`config.mk`:
```
export PLATFORM = sky130hd
export DESIGN_NAME = top_k_score_selector_core_flat
export DESIGN_NICKNAME = d
export VERILOG_FILES = /design/src/rtl/tkss_pkg.sv /design/src/rtl/tkss_if.sv /design/src/rtl/tkss_cell.sv /design/src/rtl/top_k_score_selector_core.sv /design/src/flat_wrapper.sv
export SDC_FILE = /design/constraint.sdc
export NUM_CORES = 1
export LEC_CHECK = 0
export ABC_CLOCK_PERIOD_IN_PS = 12300
export BUFFER_PORTS_ARGS = -buffer_cell sky130_fd_sc_hd__buf_2
export CAP_MARGIN = 40
export CORE_MARGIN = 4
export CORE_UTILIZATION = 50
export CTS_CLUSTER_DIAMETER = 150
export DETAILED_ROUTE_END_ITERATION = 8
export GPL_TIMING_DRIVEN = 0
export PLACE_DENSITY = 0.76
export SLEW_MARGIN = 20
export SYNTH_ARGS = -nofsm -noshare
export SYNTH_HDL_FRONTEND = slang
export SYNTH_SLANG_ARGS = --single-unit
```
`constraint.sdc`:
```
create_clock -name clk -period 12.3 [get_ports clk]
set_input_delay 0.615 -clock clk [delete_from_list [all_inputs] [get_ports clk]]
set_output_delay 0.615 -clock clk [all_outputs]
set_load 0.1 [all_outputs]
```
`src/rtl/tkss_pkg.sv`:
```
// Package for the top-k score selector: widths, register map, cell types.
// No dependencies.
`default_nettype none

package tkss_pkg;

  localparam int MAX_TOP     = 8;
  localparam int MAX_CLASSES = 1024;

  localparam int SCORE_W  = 32;
  localparam int IDX_W    = 10;
  localparam int TOPN_W   = 4;
  localparam int CNT_W    = $clog2(MAX_TOP + 1);
  localparam int PADDR_W  = 2;
  localparam int PDATA_W  = 32;

  localparam logic [PADDR_W-1:0] REG_TOP_N = PADDR_W'(0);
  localparam logic [TOPN_W-1:0]  TOP_N_RST = TOPN_W'(1);

  typedef struct packed {
    logic                      valid;
    logic signed [SCORE_W-1:0] score;
    logic [IDX_W-1:0]          index;
  } entry_t;

  typedef struct packed {
    logic ins;  // insert broadcast score
    logic shl;  // shift toward head
    logic clr;  // drop all entries
  } cell_ctrl_t;

  // top_n of zero counts as one, above MAX_TOP as MAX_TOP
  function automatic logic [CNT_W-1:0] clamp_top_n(input logic [TOPN_W-1:0] v);
    logic [CNT_W-1:0] r;
    if (v == '0) begin
      r = CNT_W'(1);
    end else if (32'(v) > MAX_TOP) begin
      r = CNT_W'(MAX_TOP);
    end else begin
      r = CNT_W'(v);
    end
    return r;
  endfunction

endpackage

`default_nettype wire

```
`src/rtl/tkss_if.sv`:
```
// Valid/ready stream interfaces for scores in and ranks out.
// Depends on tkss_pkg.
`default_nettype none

interface tkss_in_if import tkss_pkg::*; ();
  logic                      valid;
  logic                      ready;
  logic signed [SCORE_W-1:0] score;
  logic                      last_score;

  modport source (output valid, output score, output last_score, input ready);
  modport sink   (input valid, input score, input last_score, output ready);
  modport mon    (input valid, input score, input last_score, input ready);
endinterface

interface tkss_out_if import tkss_pkg::*; ();
  logic                      valid;
  logic                      ready;
  logic [IDX_W-1:0]          class_index;
  logic signed [SCORE_W-1:0] ranked_score;
  logic                      last_rank;

  modport source (output valid, output class_index, output ranked_score,
                  output last_rank, input ready);
  modport sink   (input valid, input class_index, input ranked_score,
                  input last_rank, output ready);
  modport mon    (input valid, input class_index, input ranked_score,
                  input last_rank, input ready);
endinterface

`default_nettype wire

```
`src/rtl/tkss_cell.sv`:
```
// One compare-and-shift cell of the sorted top-k row.
// Depends on tkss_pkg.
`default_nettype none

module tkss_cell import tkss_pkg::*; (
  input  wire logic                      clk,
  input  wire logic                      rst,
  input  wire cell_ctrl_t                ctrl,
  input  wire logic signed [SCORE_W-1:0] new_score,
  input  wire logic [IDX_W-1:0]          new_index,
  input  wire entry_t                    prev_entry,
  input  wire logic                      prev_gt,
  input  wire entry_t                    next_entry,
  output entry_t                         entry,
  output logic                           gt
);

  // strictly greater only: ties keep the earlier index ahead
  assign gt = !entry.valid || ($signed(new_score) > $signed(entry.score));

  always_ff @(posedge clk) begin
    if (rst) begin
      entry.valid <= 1'b0;
    end else if (ctrl.clr) begin
      entry.valid <= 1'b0;
    end else if (ctrl.ins) begin
      if (prev_gt) begin
        entry <= prev_entry;
      end else if (gt) begin
        entry.valid <= 1'b1;
        entry.score <= new_score;
        entry.index <= new_index;
      end
    end else if (ctrl.shl) begin
      entry <= next_entry;
    end
  end

endmodule

`default_nettype wire

```
`src/rtl/top_k_score_selector_core.sv`:
```
// Top level of the top-k score selector: cell row, drain sequencer, APB register.
// Depends on tkss_pkg, tkss_if (tkss_in_if, tkss_out_if) and tkss_cell.
`default_nettype none

// Keeps the MAX_TOP highest signed Q16.16 scores of a class vector, sorted
// highest first, in a row of compare-and-shift cells. The class index of a
// score is its arrival position in the vector; equal scores rank the earlier
// index first. Scores are taken one per cycle while the block is filling.
// When the score marked last_score is accepted it is inserted like the rest,
// then the block drains min(top_n, scores seen) ranks out through the head
// cell, one per cycle as the sink takes them, the final one flagged with
// last_rank. No score is accepted while the drain runs. Class indices
// restart at zero with each vector and wrap past MAX_CLASSES. top_n sits
// at byte address 0 on the APB port (reset 1, zero counts as 1, values
// above MAX_TOP count as MAX_TOP) and is meant to be written while the
// block is idle; the value in force at the last score decides the count.
module top_k_score_selector_core import tkss_pkg::*; (
  input  wire logic               clk,
  input  wire logic               rst,
  tkss_in_if.sink                 scores,
  tkss_out_if.source              ranks,
  input  wire logic               psel,
  input  wire logic               penable,
  input  wire logic               pwrite,
  input  wire logic [PADDR_W-1:0] paddr,
  input  wire logic [PDATA_W-1:0] pwdata,
  output logic [PDATA_W-1:0]      prdata,
  output logic                    pready
);

  typedef enum logic {S_FILL, S_DRAIN} state_t;

  state_t                    state;
  logic [TOPN_W-1:0]         top_n;
  logic [IDX_W-1:0]          next_index;
  logic [CNT_W-1:0]          left;       // ranks still allowed by top_n
  logic                      rank_valid;
  logic [IDX_W-1:0]          rank_index;
  logic signed [SCORE_W-1:0] rank_score;
  logic                      rank_last;

  entry_t     cell_e [MAX_TOP];
  entry_t     prev_e [MAX_TOP];
  entry_t     next_e [MAX_TOP];
  logic       gt_chain [MAX_TOP+1];
  cell_ctrl_t ctrl;

  logic accept_in;
  logic drain_go;
  logic final_rank;
  logic cfg_wr;

  // ---------------------------------------------------------------------------
  // Cell row. Insert: a cell takes its upstream neighbor when that one lost
  // the compare, else the new score when it wins. Drain: shift toward head.
  // ---------------------------------------------------------------------------
  assign gt_chain[0] = 1'b0;

  for (genvar i = 0; i < MAX_TOP; i++) begin : g_cell
    if (i == 0) begin : g_head
      assign prev_e[i] = '0;
    end else begin : g_body
      assign prev_e[i] = cell_e[i-1];
    end
    if (i == MAX_TOP - 1) begin : g_tail
      assign next_e[i] = '0;
    end else begin : g_inner
      assign next_e[i] = cell_e[i+1];
    end

    tkss_cell u_cell (
      .clk        (clk),
      .rst        (rst),
      .ctrl       (ctrl),
      .new_score  (scores.score),
      .new_index  (next_index),
      .prev_entry (prev_e[i]),
      .prev_gt    (gt_chain[i]),
      .next_entry (next_e[i]),
      .entry      (cell_e[i]),
      .gt         (gt_chain[i+1])
    );
  end

  // ---------------------------------------------------------------------------
  // Handshake and control
  // ---------------------------------------------------------------------------
  assign scores.ready = (state == S_FILL);
  assign accept_in    = scores.valid && scores.ready;

  // output register free, or being emptied this cycle
  assign drain_go   = (state == S_DRAIN) && (!rank_valid || ranks.ready);
  // entries are packed at the head, so an empty second cell ends the vector
  assign final_rank = (left == CNT_W'(1)) || !next_e[0].valid;

  assign ctrl.ins = accept_in;
  assign ctrl.shl = drain_go && !final_rank;
  assign ctrl.clr = drain_go && final_rank;

  assign ranks.valid        = rank_valid;
  assign ranks.class_index  = rank_index;
  assign ranks.ranked_score = rank_score;
  assign ranks.last_rank    = rank_last;

  // APB: single register, zero wait states
  assign pready = 1'b1;
  assign cfg_wr = psel && penable && pwrite && (paddr == REG_TOP_N);
  assign prdata = PDATA_W'(top_n);

  always_ff @(posedge clk) begin
    if (rst) begin
      state      <= S_FILL;
      top_n      <= TOP_N_RST;
      next_index <= '0;
      left       <= '0;
      rank_valid <= 1'b0;
    end else begin
      if (cfg_wr) begin
        top_n <= pwdata[TOPN_W-1:0];
      end

      if (accept_in) begin
        if (scores.last_score) begin
          next_index <= '0;
        end else if (32'(next_index) == MAX_CLASSES - 1) begin
          next_index <= '0;
        end else begin
          next_index <= next_index + IDX_W'(1);
        end
      end

      if (drain_go) begin
        rank_valid <= 1'b1;
        rank_index <= cell_e[0].index;
        rank_score <= cell_e[0].score;
        rank_last  <= final_rank;
      end else if (ranks.ready) begin
        rank_valid <= 1'b0;
      end

      unique case (state)
        S_FILL: begin
          if (accept_in && scores.last_score) begin
            state <= S_DRAIN;
            left  <= clamp_top_n(top_n);
          end
        end
        S_DRAIN: begin
          if (drain_go) begin
            left <= left - CNT_W'(1);
            if (final_rank) begin
              state <= S_FILL;
            end
          end
        end
        default: state <= S_FILL;
      endcase
    end
  end

endmodule

`default_nettype wire

```
`src/flat_wrapper.sv`:
```
// flat-port wrapper written by rule: the top's interface ports become plain ports
module top_k_score_selector_core_flat import tkss_pkg::*;
  (clk, rst, psel, penable, pwrite, paddr, pwdata, prdata, pready, scores_valid, scores_score, scores_last_score, scores_ready, ranks_valid, ranks_class_index, ranks_ranked_score, ranks_last_rank, ranks_ready);
  tkss_in_if scores_i ();
  tkss_out_if ranks_i ();
  input  wire logic clk;
  input  wire logic rst;
  input  wire logic psel;
  input  wire logic penable;
  input  wire logic pwrite;
  input  wire logic [PADDR_W-1:0] paddr;
  input  wire logic [PDATA_W-1:0] pwdata;
  output logic [PDATA_W-1:0] prdata;
  output logic pready;
  input wire logic [$bits(scores_i.valid)-1:0] scores_valid;
  input wire logic [$bits(scores_i.score)-1:0] scores_score;
  input wire logic [$bits(scores_i.last_score)-1:0] scores_last_score;
  output wire logic [$bits(scores_i.ready)-1:0] scores_ready;
  output wire logic [$bits(ranks_i.valid)-1:0] ranks_valid;
  output wire logic [$bits(ranks_i.class_index)-1:0] ranks_class_index;
  output wire logic [$bits(ranks_i.ranked_score)-1:0] ranks_ranked_score;
  output wire logic [$bits(ranks_i.last_rank)-1:0] ranks_last_rank;
  input wire logic [$bits(ranks_i.ready)-1:0] ranks_ready;
  assign scores_i.valid = scores_valid;
  assign scores_i.score = scores_score;
  assign scores_i.last_score = scores_last_score;
  assign scores_ready = scores_i.ready;
  assign ranks_valid = ranks_i.valid;
  assign ranks_class_index = ranks_i.class_index;
  assign ranks_ranked_score = ranks_i.ranked_score;
  assign ranks_last_rank = ranks_i.last_rank;
  assign ranks_i.ready = ranks_ready;
  top_k_score_selector_core u_core (.clk(clk), .rst(rst), .scores(scores_i), .ranks(ranks_i), .psel(psel), .penable(penable), .pwrite(pwrite), .paddr(paddr), .pwdata(pwdata), .prdata(prdata), .pready(pready));
endmodule
```
# After elaboration in Yosys (flattened, before gate mapping)

Index checks and enable logic that the tools add are counted.
Widths: inputs -> output; s select.

Register bits after elaboration: 407
Input bits: 74
Output and inout bits: 78
Logic and storage cells: 153

Add/sub/neg operators: 2
Order comparisons: 9
Equality and inequality tests: 12
Muxes and demuxes: 44
Bitwise gates (word level): 3
Reduce and logical (&&, ||, !) cells: 51

Operators with widths:

| cell                  | count |
|---|---|
| $mux 43               | 31 |
| $gt 32x32->1          | 8 |
| $reduce_and 4->1      | 8 |
| $ne 3x3->1 const B    | 7 |
| $mux 10               | 2 |
| $reduce_and 2->1      | 10 |
| $mux 4                | 4 |
| $add 10x1->10 const B | 1 |
| $eq 10x10->1 const B  | 1 |
| $logic_not 1->1       | 10 |
| $logic_or 1x1->1      | 10 |
| $logic_and 1x1->1     | 8 |
| $pmux 4 s2            | 1 |
| $ne 2x2->1 const B    | 3 |
| $mux 1                | 5 |
| $eq 4x1->1 const B    | 1 |
| $gt 4x4->1 const B    | 1 |
| $logic_not 4->1       | 1 |
| $reduce_bool 2->1     | 2 |
| $sub 4x1->4 const B   | 1 |
| $not 1->1             | 3 |
| $logic_not 2->1       | 1 |
| $pmux 1 s2            | 1 |
| $reduce_or 2->1       | 1 |

# Logic depth before layout (Yosys ltp)

Word-level depth: 6
Depth in mapped cells: 14
Gate-level depth less buffers: 10

# Cells and area by module

Synthesis repeated with hierarchy kept, for this count alone.

Cell total of the unflattened synthesis: 2646
Area, all modules: 26788.2 um^2

By module, submodules not included:

| module                    | instances | cells an instance | area an instance (um^2) | seq. area each (um^2) |
|---|---|---|---|---|
| tkss_cell                 | 8         | 307               | 3036.7                  | 1281.2 |
| top_k_score_selector_core | 1         | 190               | 2494.9                  | 1691.6 |

# Worst setup path after synthesis

No wires, ideal clock.

Kind: input port to flip-flop
Start: input port scores_score[23]
End: register u_core.g_cell[7].u_cell.entry[0] (netlist name) (enable)
Setup time: 465 ps
Arrival: 4545 ps
Required time: 11835 ps
Slack: 7289 ps
Cell stages on the path: 10
Path buffers: 1
Cells stage by stage: ha_1 > nand4_1 > or4_1 > nor2_1 > o21a_1 > o31ai_1 > a32oi_1 > buf_4 > inv_1 > a41oi_1

Longest elaborated chain between the ends: 4
Elaborated cells between the ends (all ways): 6
Classes of those cells: 2 x order compare; 1 x eq/ne; 3 x reduce/logical

Ends and longest elaborated chain:

| item                                | line               | text |
|---|---|---|
| from (decl)                         | flat_wrapper.sv:16 | `input wire logic [$bits(scores_i.score)-1:0] scores_score;` |
| $gt 32x32->1                        | tkss_cell.sv:19    | `assign gt = !entry.valid \|\| ($signed(new_score) > $signed(entry.score));` |
| $logic_or 1x1->1                    | tkss_cell.sv:19    |  |
| $ne 3x3->1 (no source line) *       | n/a                |  |
| $reduce_and 4->1 (no source line) * | n/a                |  |
| to (signal assigned)                | tkss_cell.sv:28    | `entry <= prev_entry;` |
| to (signal assigned)                | tkss_cell.sv:35    | `entry <= next_entry;` |
| to (decl)                           | tkss_cell.sv:14    | `output entry_t entry,` |

Mark *: on every way between the ends. The rest lies on a longest branch, timed or not.
A chain may end at the register's enable or synchronous reset.

# Worst setup path in the final report

Start: register u_core.state
End: register u_core.g_cell[0].u_cell.entry[35] (netlist name) (enable)

Longest elaborated chain between the ends: 4
Elaborated cells between the ends (all ways): 9
Classes of those cells: 1 x eq/ne; 2 x bitwise; 6 x reduce/logical

Ends and longest elaborated chain:

| item                                                | line                                                                                              | text |
|---|---|---|
| from (decl)                                         | top_k_score_selector_core.sv:33                                                                   | `state_t state;` |
| from (signal assigned)                              | top_k_score_selector_core.sv:112                                                                  | `state <= S_FILL;` |
| from (signal assigned)                              | top_k_score_selector_core.sv:144                                                                  | `state <= S_DRAIN;` |
| from (signal assigned)                              | top_k_score_selector_core.sv:152                                                                  | `state <= S_FILL;` |
| $not 1->1 or $logic_and 1x1->1 (tied branches)      | top_k_score_selector_core.sv:88, top_k_score_selector_core.sv:92                                  |  |
| $logic_and 1x1->1, on equally long branches         | top_k_score_selector_core.sv:89, top_k_score_selector_core.sv:97, top_k_score_selector_core.sv:98 |  |
| $ne 2x2->1 (no source line) (tied with other cells) | n/a                                                                                               |  |
| $reduce_and 4->1 (no source line) *                 | n/a                                                                                               |  |
| to (signal assigned)                                | tkss_cell.sv:28                                                                                   |  |
| to (signal assigned)                                | tkss_cell.sv:35                                                                                   |  |
| to (decl)                                           | tkss_cell.sv:14                                                                                   |  |

Marked as above.

==> flow_metrics.tcl <==
set metrics [dict create \
    yosys_warnings 0 \
    synthCells 2486 \
    std_cell_rows 82 \
    clkSlewWorstSetupHoldPaths_ns 0.06 \
    drt-initial-drc-count 2517 \
    port-buffer-count 92 \
    slew_headroom_pct 35.7 \
    wl_um 80700 \
    synthArstFlopShare_pct 0 \
    fin_crit_sh_pct 35.8 \
    synth.most_common_cell "edfxtp_1" \
    synth-seq-cells 407 \
    period_minus_slack_ns 4.40 \
    cts.sinks 407 \
    worst_pin_slew_ns 0.965 \
    critPathCaptureType "flop" \
    status "finished, final reports clean" \
    drive_gt1_share_pct 11.5 \
    core_area_um2 50600 \
    ys_types 66 \
    synth_top_flop_cell "edfxtp_1" \
    antenna_found_initial 3 \
    final_nets 3013 \
    cts_resized 0 \
    cp.required_ns 12.58 \
    yosysSeqAreaShare_pct 46.3 \
    hold_class "input pin to flop" \
    rsz0062_at_grt "no" \
    root_buffer "clkbuf_16" \
    grt_pass1_wl_um 123000 \
    synth_top_area_cell "edfxtp_1" \
    area_growth_pct 13.3 \
    synth_top_area_share_pct 44.1 \
    die_y_um 235 \
    seqCellArea_um2 11900 \
    final_cell_count_no_fill 3388 \
    timing.setup.tns_ns 0 \
    synth_area_per_cell_um2 10.4 \
    clkLatencyLatePin_ns 0.61 \
    powerDensity_nw_per_um2 131 \
    cp-start-kind "flop" \
    setup_viol 0 \
    cap_violations 0 \
    hold_violations 0 \
    p_leak_uw 0.0130 \
    die_w_um 235 \
    multi_input_area_um2 12100 \
    first_global_vias 21299 \
    crit_fanout 18 \
    design.die.area_um2 55300 \
    initial_core_util_pct 51.0 \
    fin_util_pct 57.8 \
    synth_edf_count 379 \
    finClkSkew_ns 0.0377 \
    ir_drop_mv 0.0994 \
    drc 0 \
    route.vias.total 21155 \
    path_class "flop to flop" \
    firstDrtPassIters 5 \
    cts_tree "done" \
    gp_congestion 0.967 \
    maxSlewViolCount 0 \
    antenna_cells 0 \
    grt_max_degree 23 \
    cts_setup_buffers 0 \
    antenna_left 0 \
    grt-ovfl-total 0 \
    clock_path_buffers 3 \
    ioPinCount 152 \
    nFillCells 4189 \
    worstPathArrival_ns 4.68 \
    dp.cells 3303 \
    fmax_ghz 0.227 \
    netlist_top_cells_area "edfxtp_1 44%, ha_1 13%, mux2i_1 8.5%" \
    yosys-top-cells-count "379 x edfxtp_1, 270 x inv_1, 260 x nand2_1" \
    track_usage_pct 28.1 \
    htree_levels 2 \
    synthesis.area_um2 25800 \
    ctsHoldBuffers 0 \
    wl_per_cell_um 23.8 \
    avgViaCountPerCell 6.24 \
    hpwlAfterDp_um 60900 \
    numCtsBuffers 46 \
]
## routing by layer
layer | vias to the layer above | wire, um | track usage [%]
met2 | 1238 | 37200 | 45.8
met4 | 6 | 4050 | 12.7
met3 | 262 | 8290 | 5.13
met1 | 10265 | 31200 | 36.7
li1 | 9384 | - | -
met5 | - | 41 | 0
## path summary, 6_finish.rpt
check,start,end,slack (ns),cells past startpoint
min,pwdata[2],u_core.top_n[2]$_SDFFE_PP0P_,0.25,3
max,u_core.state$_SDFF_PP0_,u_core.g_cell[0].u_cell.entry[35]$_DFFE_PP_,7.90,8
max reg2reg,u_core.state$_SDFF_PP0_,u_core.g_cell[0].u_cell.entry[35]$_DFFE_PP_,7.90,8
min reg2reg,u_core.g_cell[0].u_cell.entry[9]$_DFFE_PP_,u_core.ranks.class_index[9]$_DFFE_PP_,0.45,0
## state kept, by name, indices dropped and copies added (netlist names)
signal,count
u_core.ranks.ranked_score,32
u_core.left,4
u_core.state,1
u_core.ranks.class_index,10
u_core.ranks.valid,1
u_core.g_cell.u_cell.entry,344
u_core.next_index,10
u_core.ranks.last_rank,1
u_core.top_n,4
## report_power, final
group,switching [uW],internal (uW),total [uW]
Combinational,542,265,807
Sequential,57.9,1640,1690
Clock,593,731,1320
## layout by cell type (no fill, tap or decap), drive strengths merged, types with 11 or more instances in the layout
master  Yosys  layout
nor2b      11      11
nand3      96      96
o221ai     62      62
nand2     261     261
edfxtp    379     379
dfxtp      28      28
buf        73     192
ha        259     259
a21oi     138     138
a211oi     11      11
inv       270     272
nand4      54      54
o21a       12      12
mux2i     219     219
nor2      134     134
conb        2      29
clkinv      1      17
nor3       15      15
a21o       70      70
o21ai     189     189
clkbuf     89     153
o211ai     27      27
## critical path, stage by stage (launching register included)
cell      delay [ns]
dfxtp_1         0.33
clkinv_1        0.20
nand2_1         0.68
clkbuf_1        0.72
clkbuf_1        0.70
clkbuf_1        0.57
nor2_1          0.19
nor2_4          0.42
buf_16          0.23
## per-stage QoR
step	total power [uW]	cell area (um^2)	hold WS [ns]	setup slack (ns)
6_report	3820	29200	0.248	7.90
5_1_grt	3950	29200	0.262	7.85
4_1_cts	3810	29200	0.230	8.01
3_5_place_dp	2500	27800	0.433	7.59
3_3_place_gp	2440	27200	0.445	4.36
2_1_floorplan	2220	25900	0.426	7.29
## layout make-up
cell class | instances | share of cell area [%]
clock buffers | 64 | 4.27
clock inverters | 20 | 0.475
inverters | 271 | 3.48
repair buffers | 119 | 3.47
flip-flops and latches | 407 | 40.8
well taps | 672 | 2.88
multi-input cells | 1673 | 41.5
plain buffers | 162 | 3.11
## kinds of logic (layout without fill, tap and decap cells)
logic type,Yosys count,after routing,share of synthesized area (%)
xor gates and xnor gates,7,7,0.238
muxes,219,219,8.50
adders and majority gates,259,259,12.6
AOI/OAI and AO/OA,550,550,14.3
DFF,407,407,46.3
other,2,29,0.0291
buffers and inverters,433,636,7.47
and+or+nand+nor,609,609,10.7
Power figures use the tool's default switching activity.
